[src/design/tbp_pkg.sv]
// tbp_pkg: shared types, codes and constants for the transaction byte parser.
// Holds the field and status codes, the result beat struct and the field
// length table. Depends on nothing.
package tbp_pkg;

  // Field codes; parse phases use the same encoding (0..12).
  typedef enum logic [3:0] {
    FC_VER     = 4'd0,
    FC_TYPE    = 4'd1,
    FC_INCNT   = 4'd2,
    FC_TXID    = 4'd3,
    FC_IDX     = 4'd4,
    FC_SIG     = 4'd5,
    FC_KEY     = 4'd6,
    FC_OUTCNT  = 4'd7,
    FC_AMT     = 4'd8,
    FC_OTYPE   = 4'd9,
    FC_HASH    = 4'd10,
    FC_PLEN    = 4'd11,
    FC_PAYLOAD = 4'd12,
    FC_DISCARD = 4'd13
  } field_code_t;

  typedef enum logic [2:0] {
    ST_OK       = 3'd0,
    ST_TRUNC    = 3'd1,
    ST_NONCANON = 3'd2,
    ST_ZERO_IN  = 3'd3,
    ST_MANY_IN  = 3'd4,
    ST_ZERO_OUT = 3'd5,
    ST_MANY_OUT = 3'd6,
    ST_TRAILING = 3'd7
  } status_t;

  // Upper bound on records per transaction, applied on top of the registers.
  localparam int MAX_ITEMS = 256;

  localparam int CountW    = 9;
  localparam int CfgIndexW = 2;
  localparam int CfgDataW  = 9;

  localparam logic [CfgIndexW-1:0] CFG_MODE    = 2'd0;
  localparam logic [CfgIndexW-1:0] CFG_MAX_IN  = 2'd1;
  localparam logic [CfgIndexW-1:0] CFG_MAX_OUT = 2'd2;

  // CompactSize prefixes for 16- and 32-bit counts (0xFF means 64-bit).
  localparam logic [7:0] CS_PREFIX16 = 8'hFD;
  localparam logic [7:0] CS_PREFIX32 = 8'hFE;

  typedef struct packed {
    logic              back_to_back;
    logic [CountW-1:0] max_in;
    logic [CountW-1:0] max_out;
  } cfg_t;

  typedef struct packed {
    logic [7:0]  byte_echo;
    field_code_t field_code;
    logic [7:0]  item_index;
    logic [7:0]  byte_offset;
    logic [63:0] field_value;
    logic        value_valid;
    logic        tx_done;
    status_t     status;
  } result_t;

  // Byte length of each fixed-size field; counts and payload are 0.
  function automatic logic [6:0] fixed_len(field_code_t f);
    logic [6:0] len;
    case (f)
      FC_VER:   len = 7'd4;
      FC_TYPE:  len = 7'd1;
      FC_TXID:  len = 7'd32;
      FC_IDX:   len = 7'd4;
      FC_SIG:   len = 7'd64;
      FC_KEY:   len = 7'd33;
      FC_AMT:   len = 7'd8;
      FC_OTYPE: len = 7'd1;
      FC_HASH:  len = 7'd20;
      FC_PLEN:  len = 7'd1;
      default:  len = 7'd0;
    endcase
    return len;
  endfunction

  // Effective count limit: min(register, MAX_ITEMS).
  function automatic logic [CountW-1:0] limit_of(logic [CountW-1:0] r);
    logic [CountW-1:0] lim;
    if (32'(r) > 32'(MAX_ITEMS)) lim = CountW'(MAX_ITEMS);
    else lim = r;
    return lim;
  endfunction

endpackage

[src/design/tbp_core.sv]
// tbp_core: per-byte parse step and the parse state registers.
// One accepted byte updates the state and yields one result beat.
// Depends on tbp_pkg.
module tbp_core (
  input  logic             clk,
  input  logic             rst,
  input  logic             accept,
  input  logic [7:0]       data_byte,
  input  logic             end_of_buffer,
  input  tbp_pkg::cfg_t    cfg,
  output tbp_pkg::result_t result
);

  tbp_pkg::field_code_t phase, phase_next;
  logic [7:0]  fbc, fbc_next;
  logic [63:0] acc, acc_next;
  logic [7:0]  prefix, prefix_next;
  logic [8:0]  items, items_next;
  logic [7:0]  rec, rec_next;
  logic [7:0]  pay, pay_next;
  logic        discarding, disc_next;
  logic        tx_complete, txc_next;

  always_comb begin
    tbp_pkg::field_code_t ph;
    tbp_pkg::field_code_t code;
    tbp_pkg::status_t     st;
    logic [7:0]  item, off, k, pay_dec;
    logic [63:0] val;
    logic        vv, done, fin, rec_end, noncanon, is_int, is_in;
    logic [3:0]  need;
    logic [8:0]  items_dec, lim;
    logic [7:0]  rec_inc;

    phase_next  = phase;
    fbc_next    = fbc;
    acc_next    = acc;
    prefix_next = prefix;
    items_next  = items;
    rec_next    = rec;
    pay_next    = pay;
    disc_next   = discarding;
    txc_next    = tx_complete;

    ph       = (phase > tbp_pkg::FC_PAYLOAD) ? tbp_pkg::FC_VER : phase;
    code     = tbp_pkg::FC_DISCARD;
    st       = tbp_pkg::ST_OK;
    item     = 8'd0;
    off      = 8'd0;
    val      = 64'd0;
    vv       = 1'b0;
    done     = 1'b0;
    fin      = 1'b0;
    rec_end  = 1'b0;
    noncanon = 1'b0;
    need     = 4'd8;
    k        = fbc - 8'd1;
    pay_dec  = (pay != 8'd0) ? pay - 8'd1 : 8'd0;
    items_dec = (items != 9'd0) ? items - 9'd1 : 9'd0;
    rec_inc  = rec + 8'd1;
    is_in    = (ph == tbp_pkg::FC_INCNT);
    lim      = tbp_pkg::limit_of(is_in ? cfg.max_in : cfg.max_out);
    is_int   = (ph == tbp_pkg::FC_VER) || (ph == tbp_pkg::FC_TYPE) ||
               (ph == tbp_pkg::FC_IDX) || (ph == tbp_pkg::FC_AMT) ||
               (ph == tbp_pkg::FC_OTYPE) || (ph == tbp_pkg::FC_PLEN);

    if (discarding) begin
      // silent discard until end of buffer
    end else if (tx_complete) begin
      st = tbp_pkg::ST_TRAILING;
    end else begin
      code = ph;
      off  = fbc;
      if (ph inside {[tbp_pkg::FC_TXID:tbp_pkg::FC_KEY],
                     [tbp_pkg::FC_AMT:tbp_pkg::FC_PAYLOAD]}) begin
        item = rec;
      end

      unique case (ph)
        tbp_pkg::FC_INCNT, tbp_pkg::FC_OUTCNT: begin
          if (fbc == 8'd0) begin
            prefix_next = data_byte;
            acc_next    = 64'd0;
            if (data_byte < tbp_pkg::CS_PREFIX16) begin
              fin = 1'b1;
              val = {56'd0, data_byte};
            end
          end else begin
            if (prefix == tbp_pkg::CS_PREFIX16) need = 4'd2;
            else if (prefix == tbp_pkg::CS_PREFIX32) need = 4'd4;
            else need = 4'd8;
            if (k < 8'd8) begin
              for (int i = 0; i < 8; i++) begin
                if (k[2:0] == 3'(i)) acc_next[8*i +: 8] = acc[8*i +: 8] | data_byte;
              end
            end
            if (fbc >= {4'd0, need}) begin
              fin = 1'b1;
              val = acc_next;
              if (need == 4'd2) noncanon = (val < 64'hFD);
              else if (need == 4'd4) noncanon = (val <= 64'hFFFF);
              else noncanon = (val <= 64'hFFFF_FFFF);
            end
          end
          if (fin) begin
            vv = 1'b1;
            if (noncanon) st = tbp_pkg::ST_NONCANON;
            else if (val == 64'd0) st = is_in ? tbp_pkg::ST_ZERO_IN : tbp_pkg::ST_ZERO_OUT;
            else if (val > {55'd0, lim}) st = is_in ? tbp_pkg::ST_MANY_IN : tbp_pkg::ST_MANY_OUT;
            else begin
              items_next = val[8:0];
              rec_next   = 8'd0;
              phase_next = is_in ? tbp_pkg::FC_TXID : tbp_pkg::FC_AMT;
            end
          end
        end
        tbp_pkg::FC_PAYLOAD: begin
          pay_next = pay_dec;
          if (pay_dec == 8'd0) begin
            fin     = 1'b1;
            rec_end = 1'b1;
          end
        end
        default: begin
          if (fbc == 8'd0) acc_next = 64'd0;
          if (is_int && fbc < 8'd8) begin
            for (int i = 0; i < 8; i++) begin
              if (fbc[2:0] == 3'(i)) acc_next[8*i +: 8] = acc_next[8*i +: 8] | data_byte;
            end
          end
          if ({1'b0, fbc} + 9'd1 >= {2'd0, tbp_pkg::fixed_len(ph)}) begin
            fin = 1'b1;
            if (is_int) begin
              vv  = 1'b1;
              val = acc_next;
            end
            case (ph)
              tbp_pkg::FC_VER:   phase_next = tbp_pkg::FC_TYPE;
              tbp_pkg::FC_TYPE:  phase_next = tbp_pkg::FC_INCNT;
              tbp_pkg::FC_TXID:  phase_next = tbp_pkg::FC_IDX;
              tbp_pkg::FC_IDX:   phase_next = tbp_pkg::FC_SIG;
              tbp_pkg::FC_SIG:   phase_next = tbp_pkg::FC_KEY;
              tbp_pkg::FC_KEY: begin
                items_next = items_dec;
                if (items_dec == 9'd0) begin
                  rec_next   = 8'd0;
                  phase_next = tbp_pkg::FC_OUTCNT;
                end else begin
                  rec_next   = rec_inc;
                  phase_next = tbp_pkg::FC_TXID;
                end
              end
              tbp_pkg::FC_AMT:   phase_next = tbp_pkg::FC_OTYPE;
              tbp_pkg::FC_OTYPE: phase_next = tbp_pkg::FC_HASH;
              tbp_pkg::FC_HASH:  phase_next = tbp_pkg::FC_PLEN;
              default: begin
                if (data_byte != 8'd0) begin
                  pay_next   = data_byte;
                  phase_next = tbp_pkg::FC_PAYLOAD;
                end else begin
                  rec_end = 1'b1;
                end
              end
            endcase
          end
        end
      endcase

      // end of an output record
      if (rec_end) begin
        items_next = items_dec;
        if (items_dec == 9'd0) begin
          done       = 1'b1;
          rec_next   = 8'd0;
          phase_next = tbp_pkg::FC_VER;
          if (!cfg.back_to_back) txc_next = 1'b1;
        end else begin
          rec_next   = rec_inc;
          phase_next = tbp_pkg::FC_AMT;
        end
      end

      fbc_next = fin ? 8'd0 : fbc + 8'd1;
      if (st == tbp_pkg::ST_OK && end_of_buffer && !done) st = tbp_pkg::ST_TRUNC;
    end

    // any error starts a discard run; end of buffer always restarts parsing
    if ((st != tbp_pkg::ST_OK && !discarding) || end_of_buffer) begin
      phase_next  = tbp_pkg::FC_VER;
      fbc_next    = 8'd0;
      acc_next    = 64'd0;
      prefix_next = 8'd0;
      items_next  = 9'd0;
      rec_next    = 8'd0;
      pay_next    = 8'd0;
      txc_next    = 1'b0;
      disc_next   = !end_of_buffer;
    end

    result.byte_echo   = data_byte;
    result.field_code  = code;
    result.item_index  = item;
    result.byte_offset = off;
    result.field_value = val;
    result.value_valid = vv;
    result.tx_done     = done;
    result.status      = st;
  end

  always_ff @(posedge clk) begin
    if (rst) begin
      phase       <= tbp_pkg::FC_VER;
      fbc         <= 8'd0;
      acc         <= 64'd0;
      prefix      <= 8'd0;
      items       <= 9'd0;
      rec         <= 8'd0;
      pay         <= 8'd0;
      discarding  <= 1'b0;
      tx_complete <= 1'b0;
    end else if (accept) begin
      phase       <= phase_next;
      fbc         <= fbc_next;
      acc         <= acc_next;
      prefix      <= prefix_next;
      items       <= items_next;
      rec         <= rec_next;
      pay         <= pay_next;
      discarding  <= disc_next;
      tx_complete <= txc_next;
    end
  end

  a_disc_clean: assert property (@(posedge clk) disable iff (rst)
    discarding |-> (phase == tbp_pkg::FC_VER && fbc == 8'd0 && !tx_complete))
    else $error("discard run with live parse state");

  a_eob_restart: assert property (@(posedge clk) disable iff (rst)
    accept && end_of_buffer |=> (phase == tbp_pkg::FC_VER && !discarding && !tx_complete))
    else $error("parser not restarted after end of buffer");

  a_done_zero_items: assert property (@(posedge clk) disable iff (rst)
    accept && result.tx_done |=> (items == 9'd0 && rec == 8'd0))
    else $error("transaction done with records left");

endmodule

[src/design/tbp_outbuf.sv]
// tbp_outbuf: two-deep result buffer (output register plus skid register).
// Lets the parser take a byte while a result beat waits on a stalled receiver.
// Depends on tbp_pkg.
module tbp_outbuf (
  input  logic             clk,
  input  logic             rst,
  input  logic             push,
  input  tbp_pkg::result_t push_data,
  output logic             full,
  output logic             out_valid,
  input  logic             out_stall,
  output tbp_pkg::result_t out_data
);

  tbp_pkg::result_t skid;
  logic             pop;

  assign pop = out_valid && !out_stall;

  always_ff @(posedge clk) begin
    if (rst) begin
      out_valid <= 1'b0;
      full      <= 1'b0;
    end else begin
      if (push) begin
        if (!out_valid || pop) begin
          out_data  <= push_data;
          out_valid <= 1'b1;
        end else begin
          skid <= push_data;
          full <= 1'b1;
        end
      end else if (pop) begin
        if (full) begin
          out_data <= skid;
          full     <= 1'b0;
        end else begin
          out_valid <= 1'b0;
        end
      end
    end
  end

  a_skid_behind_out: assert property (@(posedge clk) disable iff (rst)
    full |-> out_valid)
    else $error("skid holds a beat while output is empty");

  a_skid_drain: assert property (@(posedge clk) disable iff (rst)
    full && !out_stall |=> out_valid && !full)
    else $error("skid beat not moved to output");

endmodule

[src/design/transaction_byte_parser.sv]
// transaction_byte_parser: top level of the byte-serial transaction parser.
// Holds the configuration registers and joins tbp_core and tbp_outbuf.
// Depends on tbp_pkg, tbp_core, tbp_outbuf.
//
// Usage:
//   Input channel: one buffer byte per beat (data_byte, end_of_buffer),
//   taken when in_valid is high and in_stall is low.
//   Output channel: one result beat per input beat, in order, tagging the
//   byte with its field, record index, offset, completed value, tx_done and
//   status; taken when out_valid is high and out_stall is low.
//   Each result beat is registered: in the output register, or in the skid
//   register while the output holds a beat. Throughput is one byte per cycle
//   while in_stall is low, set by the tbp_core step that updates the parse state.
//   When the receiver stalls, one more byte is taken into a skid register;
//   in_stall then rises until the receiver drains a beat.
//   Configuration: cfg_write/cfg_index/cfg_data write back_to_back_mode,
//   max_input_count or max_output_count; write only while idle.
//   Reset clears the parse state and the buffer and restores the register
//   defaults (strict mode, both limits 256). There is no clearing pass.
module transaction_byte_parser (
  input  logic                           clk,
  input  logic                           rst,
  input  logic                           cfg_write,
  input  logic [tbp_pkg::CfgIndexW-1:0]  cfg_index,
  input  logic [tbp_pkg::CfgDataW-1:0]   cfg_data,
  input  logic                           in_valid,
  output logic                           in_stall,
  input  logic [7:0]                     data_byte,
  input  logic                           end_of_buffer,
  output logic                           out_valid,
  input  logic                           out_stall,
  output logic [7:0]                     byte_echo,
  output logic [3:0]                     field_code,
  output logic [7:0]                     item_index,
  output logic [7:0]                     byte_offset,
  output logic [63:0]                    field_value,
  output logic                           value_valid,
  output logic                           tx_done,
  output logic [2:0]                     status
);

  tbp_pkg::cfg_t    cfg;
  tbp_pkg::result_t step_result;
  tbp_pkg::result_t out_data;
  logic             accept;
  logic             buf_full;

  // register file; indexes past the last register are ignored
  always_ff @(posedge clk) begin
    if (rst) begin
      cfg.back_to_back <= 1'b0;
      cfg.max_in       <= tbp_pkg::CountW'(tbp_pkg::MAX_ITEMS);
      cfg.max_out      <= tbp_pkg::CountW'(tbp_pkg::MAX_ITEMS);
    end else if (cfg_write) begin
      unique case (cfg_index)
        tbp_pkg::CFG_MODE:    cfg.back_to_back <= cfg_data[0];
        tbp_pkg::CFG_MAX_IN:  cfg.max_in       <= cfg_data;
        tbp_pkg::CFG_MAX_OUT: cfg.max_out      <= cfg_data;
        default: ;
      endcase
    end
  end

  // stall only when both the output and skid registers hold beats
  assign in_stall = buf_full;
  assign accept   = in_valid && !in_stall;

  tbp_core u_core (
    .clk           (clk),
    .rst           (rst),
    .accept        (accept),
    .data_byte     (data_byte),
    .end_of_buffer (end_of_buffer),
    .cfg           (cfg),
    .result        (step_result)
  );

  tbp_outbuf u_outbuf (
    .clk       (clk),
    .rst       (rst),
    .push      (accept),
    .push_data (step_result),
    .full      (buf_full),
    .out_valid (out_valid),
    .out_stall (out_stall),
    .out_data  (out_data)
  );

  assign byte_echo   = out_data.byte_echo;
  assign field_code  = out_data.field_code;
  assign item_index  = out_data.item_index;
  assign byte_offset = out_data.byte_offset;
  assign field_value = out_data.field_value;
  assign value_valid = out_data.value_valid;
  assign tx_done     = out_data.tx_done;
  assign status      = out_data.status;

endmodule
[config.mk]
export PLATFORM = sky130hd
export DESIGN_NAME = transaction_byte_parser
export DESIGN_NICKNAME = d
export VERILOG_FILES = /design/src/design/tbp_pkg.sv /design/src/design/tbp_core.sv /design/src/design/tbp_outbuf.sv /design/src/design/transaction_byte_parser.sv
export SDC_FILE = /design/constraint.sdc
export NUM_CORES = 1
export LEC_CHECK = 0
export BUFFER_PORTS_ARGS = -buffer_cell sky130_fd_sc_hd__buf_2
export CORE_AREA = 2 2 188 190
export CTS_BUF_LIST = sky130_fd_sc_hd__clkbuf_2 sky130_fd_sc_hd__clkbuf_4 sky130_fd_sc_hd__clkbuf_8
export CTS_CLUSTER_SIZE = 20
export DETAILED_ROUTE_END_ITERATION = 7
export DIE_AREA = 0 0 190 192
export MAX_ROUTING_LAYER = met4
export PLACE_DENSITY = 0.71
export SYNTH_ARGS = -nofsm -noshare
export SYNTH_HDL_FRONTEND = slang
export SYNTH_SLANG_ARGS = --single-unit
export TNS_END_PERCENT = 1
[constraint.sdc]
create_clock -name clk -period 27.8 [get_ports clk]
set_input_delay 5.56 -clock clk [delete_from_list [all_inputs] [get_ports clk]]
set_output_delay 5.56 -clock clk [all_outputs]
set_load 0.01 [all_outputs]
---- Word-level counts from Yosys, hierarchy flattened ----
Memory sizes are Yosys's and may differ from the RTL's.
Index checks and enable logic that the tools add are counted.
word-level totals
  bits of input ports ..................... 25
  bits in read-only memories .............. 96
  word-level logic and storage cells ...... 359
  memories kept ........................... 1
  bits in registers ....................... 326
  output and inout port bits .............. 99
memory list
  memory            depth  bits a word  read ports  clocked after Yosys merged registers in  write ports  line           source
  (name not given)  16     6            1           0                                        0            tbp_pkg.sv:70  case (f)
operators by class
  bitwise operators ....................... 18
  eq/ne operators ......................... 45
  $add $sub $neg .......................... 6
  multiplexer cells ....................... 182
  order comparisons ....................... 15
  reductions and logical operators ........ 62
operators by type and width
  cell                  number
  $mux 64               23
  $mux 8                49
  $mux 97               4
  $pmux 64 s2           2
  $or 8x8->8            16
  $mux 9                13
  $mux 4                21
  $gt 64x9->1           1
  $le 64x16->1 const B  1
  $le 64x32->1 const B  1
  $logic_not 64->1      1
  $lt 64x8->1 const B   1
  $mux 1                46
  $mux 3                12
  $pmux 4 s9            1
  $pmux 8 s2            2
  $eq 3x3->1 const B    8
  $mux 7                3
  $eq 4x3->1 const B    5
  $eq 4x4->1 const B    5
  $reduce_and 10->1     2
  $pmux 9 s2            1
  $add 8x1->8 const B   2
  $eq 8x8->1 const B    2
  other kinds (50)      106

---- Depth between registers and ports, before layout ----
  depth in word-level cells ............... 32
  gate-level depth with buffers ........... 25

---- Cells and area by module ----
A second synthesis with hierarchy kept.
unflattened totals
  cells, all modules ...................... 1,763
  area, all modules ....................... 18,003.5 um2
modules (own cells, without submodules)
  module                   seq. area each (um2)  area each (um2)  cells an instance  times used
  tbp_core                 2,222.1               9,586.7          1,372              1
  tbp_outbuf               5,865.6               7,606.0          316                1
  transaction_byte_parser  380.4                 810.8            75                 1

---- Worst setup path after synthesis ----
No wires, ideal clock.
  kind .................................... input -> register
  start ................................... in rst
  end ..................................... reg u_outbuf.out_data[0] (netlist name)
  setup slack ............................. 13,809 ps
  stages on the path ...................... 4
  required time ........................... 27,094 ps
  setup time .............................. 706 ps
  data arrival time ....................... 13,285 ps
  cell sequence ........................... clkbuf_1 > clkbuf_1 > clkbuf_1 > a221oi_1
between the ends
  longest elaborated chain between the ends .. 2
RTL lines
  what                               line                           source
  start: declaration                 transaction_byte_parser.sv:22  input logic rst,
  $not 1->1 (no source line)         n/a
  $reduce_and 4->1 (no source line)  n/a
No other way between the ends.
A chain may end at the register's enable or synchronous reset.

---- Worst setup path after layout ----
  start ................................... in data_byte[1]
  end ..................................... reg u_core.acc[7]
between the ends
  longest elaborated chain between the ends .. 31
RTL lines
  what                                                              line                           source
  start: declaration                                                transaction_byte_parser.sv:28  input logic [7:0] data_byte,
  $or 8x8->8                                                        tbp_core.sv:94                 if (k[2:0] == 3'(i)) acc_next[8*i +: 8] = acc[8*i +: 8] | data_byte;
  $mux 8                                                            tbp_core.sv:94
  $mux 64                                                           tbp_core.sv:92                 if (k < 8'd8) begin
  $mux 64                                                           tbp_core.sv:81                 if (fbc == 8'd0) begin
  $mux 64                                                           tbp_core.sv:79                 unique case (ph)
  $mux 64                                                           tbp_core.sv:69                 end else if (tx_complete) begin
  $mux 64                                                           tbp_core.sv:67                 if (discarding) begin
  $mux 64 (tied with other cells)                                   tbp_core.sv:97                 if (fbc >= {4'd0, need}) begin
  [... 15 more ...]                                                 n/a
  $mux 3 (*)                                                        tbp_core.sv:184                if (st == tbp_pkg::ST_OK && end_of_buffer && !done) st = tbp_pkg::ST_TRUNC;
  $mux 3 (*)                                                        tbp_core.sv:69
  $mux 3 (*)                                                        tbp_core.sv:67
  $reduce_bool 3->1 (*)                                             tbp_core.sv:188                if ((st != tbp_pkg::ST_OK && !discarding) || end_of_buffer) begin
  $logic_and 1x1->1 (*)                                             tbp_core.sv:188
  $logic_or 1x1->1 (*)                                              tbp_core.sv:188
  $ne 2x1->1 (no source line) / $ne 2x2->1 (equally long branches)  n/a
  $reduce_and 4->1 (no source line)                                 n/a
  end signal: assignment                                            tbp_core.sv:224                acc <= acc_next;
  end: declaration                                                  tbp_core.sv:16                 logic [63:0] acc, acc_next;
Mark *: on every way between the ends. The rest lies on a longest branch, timed or not. The select of a mux whose other input is x is not followed.

==> flow_metrics.env <==
export IMPL_power_mw=1.08
export IMPL_status="finished, final reports clean"
export IMPL_die_area_sq_um=36500
export IMPL_io_pins=124
export IMPL_synth_edf_count=194
export IMPL_p_per_area_nw_per_um2=56.0
export IMPL_firstDrtPassIters=6
export IMPL_h_tree_depth=2
export IMPL_hold_violations=0
export IMPL_arrival_ns=11.04
export IMPL_clk_latency_ns=0.62
export IMPL_overflow=0
export IMPL_yosysWarnings=0
export IMPL_wl_met3_mm=3.79
export IMPL_hold_path_class="reg2reg"
export IMPL_reg2reg_depth=21
export IMPL_clk_pin_slew_worst_paths_ns=0.06
export IMPL_fin_util_pct=56.2
export IMPL_drtIter0Drc=1463
export IMPL_cp_required_ns=28.30
export IMPL_holdPathStages=1
export IMPL_syn_area_sq_um=17400
export IMPL_syn_inst=1752
export IMPL_worstSetupStartpointType="primary input"
export IMPL_multi_input_area_sq_um=8310
export IMPL_fin_crit_sh_pct=37.9
export IMPL_max_cap_viol_count=0
export IMPL_clk_path_buf_depth=3
export IMPL_routed_via_density=6.24
export IMPL_path_class="in2reg"
export IMPL_gp_routability_congestion=0.908
export IMPL_avgSynthCellArea_sq_um=9.95
export IMPL_wl_per_cell_um=20.6
export IMPL_synth_nets=1809
export IMPL_cts_tree="done"
export IMPL_fp_dieW_um=190
export IMPL_layout_cells_non_filler=2306
export IMPL_highest_layer="met4"
export IMPL_cts_setup_buffers=0
export IMPL_grt_total_usage_pct=26.6
export IMPL_endpoint_kind="flip-flop"
export IMPL_final_nets=1864
export IMPL_period_minus_slack_ns=10.54
export IMPL_async_flop_share_pct=0
export IMPL_yosysTopAreaCell="edfxtp_1"
export IMPL_cts_repair_resized=0
export IMPL_leakagePower_nw=6.92
export IMPL_slew_headroom_pct=6.49
export IMPL_drcViolationCount=0
export IMPL_holdBufCountCts=0
export IMPL_wl_met1_mm=20.7
export IMPL_coreArea_sq_um=34300
export IMPL_antenna_found_initial=0
export IMPL_fmax_ghz=0.0949
export IMPL_yosysUniqueCellTypes=82
export IMPL_synth_top_cell_area_share_pct=33.4
export IMPL_skew_ns=0.0299
export IMPL_finalSetupViolations=0
export IMPL_grt_pass1_vias=13800
export IMPL_io_buffers=123
export IMPL_post_route_cells_drive_above_1_share_pct=19.7
export IMPL_max_slew_worst_pin_slew_ns=1.39
export IMPL_seq_area_sq_um=8470
export IMPL_grt_pass1_wl_mm=75.1
export IMPL_slew_viol_final=0
export IMPL_post_dp_hpwl_mm=29.9
export IMPL_synth_seq_cells=326
export IMPL_ant_nets=0
export IMPL_rows=68
export IMPL_area_growth_pct=10.6
export IMPL_root_buffer="clkbuf_8"
export IMPL_yosysSeqAreaShare_pct=48.6
export IMPL_path_max_fanout=25
export IMPL_placed_cells=2207
export IMPL_n_fill_cell=3022
export IMPL_synthFlopType="edfxtp_1"
export IMPL_fin_tns_setup_ns=0
export IMPL_vias=14400
export IMPL_numCtsBuffers=53
export IMPL_synth_area_leaders="edfxtp_1 (33%), dfxtp_1 (15%), mux2_2 (4.7%), a21oi_1 (3.9%), nand2_1 (3.5%)"
export IMPL_die_y_um=192
export IMPL_wirelength_mm=47.4
export IMPL_grt_max_degree=102
export IMPL_wl_met2_mm=21.3
export IMPL_initial_core_util_pct=50.8
export IMPL_cts_sinks=326
export IMPL_diodes=0
export IMPL_rsz0062_at_grt="false"
export IMPL_max_vdd_ir_drop_v=0.0000371
where the power goes:
group / leakage (nW) / switching [mW] / total [mW] / internal (mW)
Sequential: 2.83 / 0.0109 / 0.540 / 0.529
Clock: 0.542 / 0.197 / 0.408 / 0.211
Combinational: 3.54 / 0.0878 / 0.131 / 0.0432
through the flow:
| stage | setup WS [ns] | area [sq um] | hold WS, ns |
|---|---|---|---|
| 5_1_grt | 16.86 | 19300 | 0.508 |
| 3_3_place_gp | 17.02 | 18200 | 0.448 |
| 6_report | 17.26 | 19300 | 0.470 |
| 2_1_floorplan | 13.81 | 17400 | 0.435 |
| 3_5_place_dp | 16.85 | 18200 | 0.463 |
| 4_1_cts | 17.45 | 19300 | 0.478 |
registers in the layout, indices dropped and copies added, names as in the netlist:
name	cells
u_core.discarding	1
u_core.items	9
u_core.fbc	8
u_core.acc	64
u_core.rec	8
u_outbuf.skid	97
u_core.pay	8
u_outbuf.out_data	97
u_outbuf.full	1
u_core.phase	4
u_core.prefix	8
u_outbuf.out_valid	1
u_core.tx_complete	1
cfg	19
metal layers:
metal  global-route usage (%)  vias to the layer above
met4                     10.9                        0
met3                     4.60                      135
met5                        -                        -
met2                     40.9                      654
met1                     34.9                     6911
li1                         -                     6697
placed cells by master (no fill, tap or decap), drive strengths merged, types with 9 or more instances in the layout:
cell type	instances
a211oi	48
a21o	15
a21oi	138
a22o	28
a22oi	57
a31oi	17
and2	77
and3	15
buf	145
clkbuf	66
clkinv	28
dfxtp	132
edfxtp	194
ha	32
inv	27
mux2	72
mux2i	20
nand2	162
nand2b	21
nand3	18
nand4	9
nor2	164
nor2b	17
nor3	33
nor3b	11
nor4	22
o21ai	62
o22ai	49
o31ai	13
o32a	30
o41ai	13
or3	15
or4	10
critical path: stages:
cell	delay, ns
buf_2	0.50
or2_2	0.25
nand3_1	0.07
o21ai_0	0.40
nand2_1	0.30
a22o_1	0.27
ha_1	0.32
a21o_1	0.18
a21oi_1	0.12
o21ai_0	0.13
a211oi_1	0.24
o22a_1	0.22
o21ba_1	0.16
o21a_1	0.21
o31a_1	0.32
o21ai_1	0.69
o21ai_1	0.65
a211oi_1	0.42
synth_stat cells (5+ instances only):
library cell and number:
buf_2 7, o311a_1 8, o22ai_1 49, xor2_1 6, o211ai_1 5, a31oi_1 16, mux2_2 72, clkbuf_1 118
inv_1 26, ha_1 32, or4_1 8, nand3_1 18, a22oi_1 57, dfxtp_1 132, o21ai_0 58, nor3b_1 11
or3_1 15, a21oi_1 136, o32a_1 30, mux2i_1 20, nand4_1 8, nand2b_1 21, o31ai_1 12, a211oi_1 17
a221oi_1 6, and3_1 15, o41ai_1 12, a21o_1 15, nand2_1 162, nor3_1 26, and2_1 77, nor4_1 22
nand3b_1 6, buf_6 5, a211oi_2 30, nor2b_1 17, a22o_1 28, buf_1 11, o21a_1 5, a211o_1 8
edfxtp_1 194, nor2_1 161, nor3_2 7, xnor2_1 6
worst paths after layout:
check	endpoint	slack, ns	from
max reg2reg	u_core.acc[7]	20.67	u_core.fbc[0]
max	u_core.acc[7]	17.26	data_byte[1]
min	cfg[8]	0.47	cfg[8]
min reg2reg	cfg[8]	0.47	cfg[8]
layout make-up:
type / instances / share of cell area [%]
sequential: 326 / 43.9
multi-input combinational: 1254 / 43.1
tap: 455 / 2.95
clock inverter: 33 / 0.981
clock buffer: 66 / 4.39
inverter: 27 / 0.526
timing repair buffer: 145 / 4.06
kinds of logic (layout without fill, tap and decap cells):
kind of cell / after synthesis / in the layout / share of synthesized area [%]
AND/OR/NAND/NOR: 592 / 592 / 16.9
buffers and inverters: 172 / 271 / 4.04
XOR/XNOR: 12 / 12 / 0.603
AO/OA/AOI/OAI: 525 / 525 / 21.7
adder cells (fa/ha/maj): 33 / 33 / 2.36
flip-flops: 326 / 326 / 48.6
multiplexers: 92 / 92 / 5.80
Power figures use the tool's default switching activity.
